[src/design/wavetable_voice_mixer_macros.svh]
// Assertion shorthands shared by the mixer RTL.
// Every property samples on clk and is disabled while rst is high.
`ifndef WAVETABLE_VOICE_MIXER_MACROS_SVH
`define WAVETABLE_VOICE_MIXER_MACROS_SVH

// Condition holds on every enabled clock edge
`define WVM_ASSERT_HOLDS(label, cond, msg) \
  label: assert property (@(posedge clk) disable iff (rst) (cond)) else $error(msg);

// Consequent holds in the same cycle as the antecedent
`define WVM_ASSERT_IMPLIES(label, ante, cons, msg) \
  label: assert property (@(posedge clk) disable iff (rst) (ante) |-> (cons)) \
    else $error(msg);

// Consequent holds in the cycle after the antecedent
`define WVM_ASSERT_NEXT(label, ante, cons, msg) \
  label: assert property (@(posedge clk) disable iff (rst) (ante) |=> (cons)) \
    else $error(msg);

`endif

[src/design/wvm_ram.sv]
module wvm_ram #(
  parameter int WIDTH = 16,
  parameter int DEPTH = 16
) (
  input  logic                                   clk,
  input  logic                                   we,
  input  logic [(DEPTH > 1 ? $clog2(DEPTH) : 1)-1:0] waddr,
  input  logic [WIDTH-1:0]                       wdata,
  input  logic                                   re,
  input  logic [(DEPTH > 1 ? $clog2(DEPTH) : 1)-1:0] raddr,
  output logic [WIDTH-1:0]                       rdata
);

  logic [WIDTH-1:0] mem [DEPTH];

  // Write port
  always_ff @(posedge clk) begin
    if (we) begin
      mem[waddr] <= wdata;
    end
  end

  // Registered read port
  always_ff @(posedge clk) begin
    if (re) begin
      rdata <= mem[raddr];
    end
  end

endmodule

[config.mk]
export PLATFORM = sky130hd
export DESIGN_NAME = wvm_ram
export DESIGN_NICKNAME = d
export VERILOG_FILES = /design/src/design/wavetable_voice_mixer_macros.svh /design/src/design/wvm_ram.sv
export SDC_FILE = /design/constraint.sdc
export NUM_CORES = 1
export LEC_CHECK = 0
export BUFFER_PORTS_ARGS = -buffer_cell sky130_fd_sc_hd__buf_2
export CORE_MARGIN = 2
export CORE_UTILIZATION = 50
export DETAILED_ROUTE_END_ITERATION = 12
export GPL_TIMING_DRIVEN = 0
export PLACE_DENSITY_LB_ADDON = 0.05
export SYNTH_ARGS = -nofsm -noshare
export SYNTH_HDL_FRONTEND = slang
export SYNTH_SLANG_ARGS = --single-unit
[constraint.sdc]
create_clock -name clk -period 6.9 [get_ports clk]
set_clock_uncertainty 0.15 [all_clocks]
set_input_delay 0.345 -clock clk [delete_from_list [all_inputs] [get_ports clk]]
set_output_delay 0.345 -clock clk [all_outputs]
set_load 0.02 [all_outputs]
Yosys cells after proc, flatten, opt, wreduce, memory -nomap -nowiden

Memory sizes are Yosys's and may differ from the RTL's. A register that Yosys moved wholly into a read port is not among the register bits.
Index checks and enable logic that the tools add are counted.

Register bits after elaboration: 0
Memory bits (writable): 256
Bits of input ports: 27
Output and inout bits: 16
Memories kept: 1

Memories:

| name | depth | width | read ports | clocked after Yosys merged registers in | wr ports | line          | RTL |
|---|---|---|---|---|---|---|---|
| mem  | 16    | 16    | 1          | 1                                       | 1        | wvm_ram.sv:14 | `logic [WIDTH-1:0] mem [DEPTH];` |

Muxes and demuxes: 2

Operators with widths:

| operator | number |
|---|---|
| $mux W1  | 2 |

Longest topological paths before layout

Gate-level depths: netlist of the first run.

Depth after elaboration: 2
Depth in mapped cells: 5
Mapped depth without buffers: 3

Worst setup path after synthesis of the first run

Ideal clock, no wire load.

Path type: input to register
Start: input waddr[2] (netlist bit)
End: memory mem[0][0] (enable)
Library setup time: 409 ps
Arrival: 1991 ps
Required time: 6341 ps
Path slack: 4350 ps
Cell stages on the path: 2
Buffers on the path: 0
Cells stage by stage: or3b_2 > nor3_1

RTL lines:

| item        | line          | RTL |
|---|---|---|
| from (decl) | wvm_ram.sv:7  | `input logic [(DEPTH > 1 ? $clog2(DEPTH) : 1)-1:0] waddr,` |
| to (decl)   | wvm_ram.sv:14 |  |

No word-level cell before the write port.

==> flow_summary.toml, run 1 <==
[global_route]
gr-total-overflow = 0
antenna_found_initial = 0
grt_use_met2_pct = 33.4
grt_use_total_pct = 20.9
grt.busiest_layer = "met2"
use_met1_pct = 30.4
grt_max_degree = 17
grt_pass1_vias = 4957
grt_first_pass_wirelength_mm = 32.0
gr-usage-met3_pct = 3.91

[finish]
fin_cells = 810
diodes = 0
layout-drive-gt1-share_pct = 32.6
final_common_cell = "edfxtp_1"
area_delta_synth_final_pct = 16.9
n_fill_cell = 1444
finalNetCount = 548
final_cell_mix = "272 x edfxtp_1, 54 x mux4_2, 43 x buf_2"

[synthesis]
ys_warn_count = 0
ys_seq_area_share_pct = 80.0
yosysUniqueCellTypes = 18
synthesis.area_um2 = 10200
syn-instance-count = 432
postSynthNetCount = 459
syn_avg_cell_area_um2 = 23.6
synth_seq_cells = 272

[job]
maxCapViolCount = 0

[power_and_ir_drop]
p_per_area_nw_per_um2 = 286
fin_total_pwr_mw = 3.41
max-vdd-ir-drop_mv = 0.219
total_leakage_power_nw = 3.87

[route]
wirelength_mm = 21.6
drc = 0
vias = 4765
vias_per_cell = 5.88
drtIter0Drc = 436
dr.pass1.iters = 5
ant_nets = 0
wl_per_cell_um = 26.7

[outcome]
status = "finished clean"

[timing]
setup_viol = 0
fin_crit_sh_pct = 28.7
min_period_ns = 1.98
worst_pin_slew_ns = 1.01
fmax_mhz = 504
rsz0062_at_grt = "no"
setup_tns_ns = 0
fin_ws_ns = 4.92
maxSlewViolCount = 0
hold_violations = 0
max_slew_margin_pct = 32.5

[clock_network]
tritoncts = "yes"
cts-root-buf = "clkbuf_16"
cts.hold.buffers_added = 0
post_cts_buffers = 0
clk_latency_ns = 0.53
clkTransAtPathRegs_ns = 0.06
cts_buffer_depth = 3
postCtsResizedCells = 0
cts_inserted_buffers = 28
cts_max_level = 1
cts_sinks = 272

[worst_setup_path]
reg2reg_to = "rdata[13]$_DFFE_PP_"
critPathRequiredTime_ns = 7.02
rrSetupSlack_ns = 5.24
crit_type = "in -> reg"
critPathMaxFanout = 10
cp-start-kind = "input pin"
crit_path_end = "rdata[7]$_DFFE_PP_"
r2r_cells = 3
crit_path_end_kind = "register"
r2r-start = "mem[3][13]$_DFFE_PP_"
crit_arrival_ns = 2.10
crit_start = "raddr[1]"

[die]
dieArea_um2 = 21600
row_count = 52
die_w_um = 147
ios = 43
die-height_um = 147
initial_core_util_pct = 50.8
core_area_um2 = 20100

[placed_design]
place_ws_ns = 4.35
gp_congestion = 0.716
placed_cells = 761
hpwl_mm = 13.8
io_buffers = 40

[min_path]
hold_path_class = "in -> reg"
hold_start = "wdata[4]"
==> worst min path at each step <==
| stage | to | depth (start not counted) |
|---|---|---|
| after global placement | mem[7][4]$_DFFE_PP_ | 1 |
| final | mem[4][4]$_DFFE_PP_ | 1 |
| after floorplan | mem[0][0]$_DFFE_PP_ | 0 |
| after CTS | mem[10][4]$_DFFE_PP_ | 1 |
| after global routing | mem[7][5]$_DFFE_PP_ | 1 |
| after detailed placement | mem[11][11]$_DFFE_PP_ | 1 |
==> Yosys cell counts (all sizes together) <==
cell type    n  area, um2
nor2b        2       12.5
nor3         4       20.0
clkbuf       8       30.0
edfxtp     272       8170
mux4        64       1480
nand2       17       63.8
or3b         1       8.76
nand3        1       5.00
and2         1       6.26
nand2b       2       12.5
nand3b       2       15.0
buf         13       93.8
a22oi       32        240
nor2        13       48.8
==> final cells by class <==
cell class	instances	area, um2	area share, %
buffer	21	124	1.04
clock buffer	37	756	6.34
clock inverter	12	78.8	0.661
multi-input combinational	139	1960	16.4
sequential	272	8170	68.5
tap	270	338	2.83
timing repair buffer	59	500	4.20
==> flip-flops by register name (all words and copies together) (netlist names) <==
| register | cells |
|---|---|
| mem | 256 |
| rdata | 16 |
==> routing by layer <==
metal | up-vias | part of all wire (%)
met1 | 2522 | 43
li1 | 2044 | -
met4 | 0 | 1.9
met3 | 29 | 5.9
met2 | 170 | 50
met5 | - | 0
==> logic make-up (layout without fill, tap and decap cells) <==
kind of cell           Yosys count  in the layout  share of synthesized area, %
AOI/OAI and AO/OA               32             32                          2.35
buffers and inverters           21            129                          1.21
DFF                            272            272                          80.0
muxes                           64             64                          14.5
and+or+nand+nor                 43             43                          1.89
==> stage by stage <==
step,utilization [%],area [um2],hold slack [ns]
4_1_cts,59.3,11900,0.0228
2_1_floorplan,-,10200,0.294
6_report,59.3,11900,0.0378
5_1_grt,59.3,11900,0.0360
3_3_place_gp,53.4,10700,0.558
3_5_place_dp,55.2,11100,0.579
==> critical path, stage by stage <==
cell and delay [ns]:
buf_2 0.24, buf_1 0.79, mux4_2 0.42, a22oi_1 0.22, nand2_1 0.08
==> where the power goes <==
part	switching, mW	internal (mW)	leakage (nW)
registers	0.00860	1.86	2.47
clock network	0.564	0.799	0.412
logic	0.109	0.0712	0.987
total	0.682	2.73	3.87
Power figures use the tool's default switching activity.
==> inputs of run 2 (changes only) <==
- clock period: 6.9 -> 1.7 ns (I/O delays scaled with it)
==> flow_summary.toml, run 2 (synthesis results as in run 1) <==
[die]
initial_core_util_pct = 50.8
core_area_um2 = 20100
ios = 43
die-height_um = 147
row_count = 52
dieArea_um2 = 21600
die_w_um = 147

[worst_setup_path]
critPathMaxFanout = 9
critPathRequiredTime_ns = 1.78
crit_arrival_ns = 1.72
crit_path_end_kind = "register"
r2r_cells = 3
cp-start-kind = "input pin"
crit_type = "in -> reg"

[route]
ant_nets = 0
drc = 0
wl_per_cell_um = 26.0
dr.pass1.iters = 5
vias_per_cell = 5.89
vias = 4876
wirelength_mm = 21.6
drtIter0Drc = 412

[clock_network]
cts-root-buf = "clkbuf_16"
tritoncts = "yes"
cts_inserted_buffers = 27
cts_sinks = 272
clk_latency_ns = 0.52
clkTransAtPathRegs_ns = 0.06
cts_buffer_depth = 3
cts_max_level = 1

[power_and_ir_drop]
max-vdd-ir-drop_mv = 0.699
fin_total_pwr_mw = 13.9
total_leakage_power_nw = 3.97
p_per_area_nw_per_um2 = 1140

[outcome]
status = "finished clean"

[placed_design]
io_buffers = 40
hpwl_mm = 13.6
gp_congestion = 0.719
place_area_um2 = 11100

[global_route]
antenna_found_initial = 0
grt_first_pass_wirelength_mm = 31.9
grt_use_total_pct = 20.5
grt_pass1_vias = 4992
gr-total-overflow = 0
grt_max_degree = 17

[timing]
min_period_ns = 1.65
hold_violations = 0
max_slew_margin_pct = 40.7
hold_ws_ns = 0.0411
rsz0062_at_grt = "no"
setup_viol = 0
fin_crit_sh_pct = 96.8
fmax_mhz = 608
worst_pin_slew_ns = 0.890
maxSlewViolCount = 0

[finish]
final_cell_mix = "272 x edfxtp_1, 54 x mux4_2, 43 x buf_2"
diodes = 0
area_delta_synth_final_pct = 19.2
postLayoutCellArea_um2 = 12200
top_regs = "mem (256), rdata (16)"
n_fill_cell = 1426
largest_register_ffs = 256
layout-drive-gt1-share_pct = 32.3
final_common_cell = "edfxtp_1"
largest-register = "mem"
finalNetCount = 567

[job]
maxCapViolCount = 0

[min_path]
hold_path_class = "in -> reg"
holdPathStages = 3
## run 2: cell count changes in the layout (fill, tap and decap cells not counted), sizes merged
| cell | delta |
|---|---|
| buf | -4 |
| bufinv | +1 |
| clkbuf | -5 |
| clkdlybuf4s15 | +2 |
| clkinv | +2 |
| clkinvlp | +1 |
| dlygate4sd3 | +21 |
## run 2: power breakdown
part / switching (mW) / total (mW) / internal, mW / leakage (nW)
sequential: 0.0330 / 7.59 / 7.55 / 2.47
clock: 2.33 / 5.52 / 3.19 / 0.401
combinational: 0.457 / 0.782 / 0.325 / 1.09
total: 2.82 / 13.9 / 11.1 / 3.97
## run 2: through the flow
stage / instances / worst slack [ns] / TNS (ns) / utilization (%)
after floorplan: 432 / -0.170 / -8.16 / -
after global placement: 742 / -1.33 / -215.27 / 53.6
after detailed placement: 757 / -0.667 / -43.66 / 55.2
after CTS: 828 / 0.0265 / 0 / 60.5
after global routing: 828 / 0.0131 / 0 / 60.5
final: 828 / 0.0543 / 0 / 60.5
## run 2: cell type report
type | instances | area (um2) | area share, %
Buffer | 21 | 140 | 1.15
Clock buffer | 31 | 691 | 5.68
Clock inverter | 16 | 128 | 1.05
Multi-Input combinational cell | 139 | 2000 | 16.4
Sequential cell | 272 | 8170 | 67.1
Tap cell | 270 | 338 | 2.78
Timing Repair Buffer | 79 | 704 | 5.79
## run 2: routing by layer
metal  part of all wire [%]  GRT usage [%]  wire length, um  vias to the layer above
met5                      0              0                0                        -
met4                    2.4           5.58              525                        0
met3                    5.7           3.32             1230                       42
met2                     48           32.6            10300                      170
met1                     44           30.4             9490                     2583
li1                       -              -                -                     2081
## run 2: path summary, 6_finish.rpt
path / start / endpoint / slack (ns)
max reg2reg: mem[3][9]$_DFFE_PP_ / rdata[9]$_DFFE_PP_ / 0.08
min reg2reg: mem[6][8]$_DFFE_PP_ / rdata[8]$_DFFE_PP_ / 0.60
max: waddr[0] / mem[8][1]$_DFFE_PP_ / 0.05
min: waddr[2] / mem[12][5]$_DFFE_PP_ / 0.04
## run 2: worst max-delay path, stage by stage
cell and delay [ns]:
buf_2 0.13, dlygate4sd3_1 0.68, nor3_4 0.58, buf_8 0.24
## run 2: timing repair
| action | 4_1_cts | 5_1_grt |
|---|---|---|
| pin swaps | 1 | 1 |
| endpoints found under the hold margin | 288 | 0 |
| setup buffers | 3 | 0 |
| setup endpoints to repair | 19 | 8 |
| hold buffers | 21 | 0 |
| gates resized for setup | 4 | 4 |
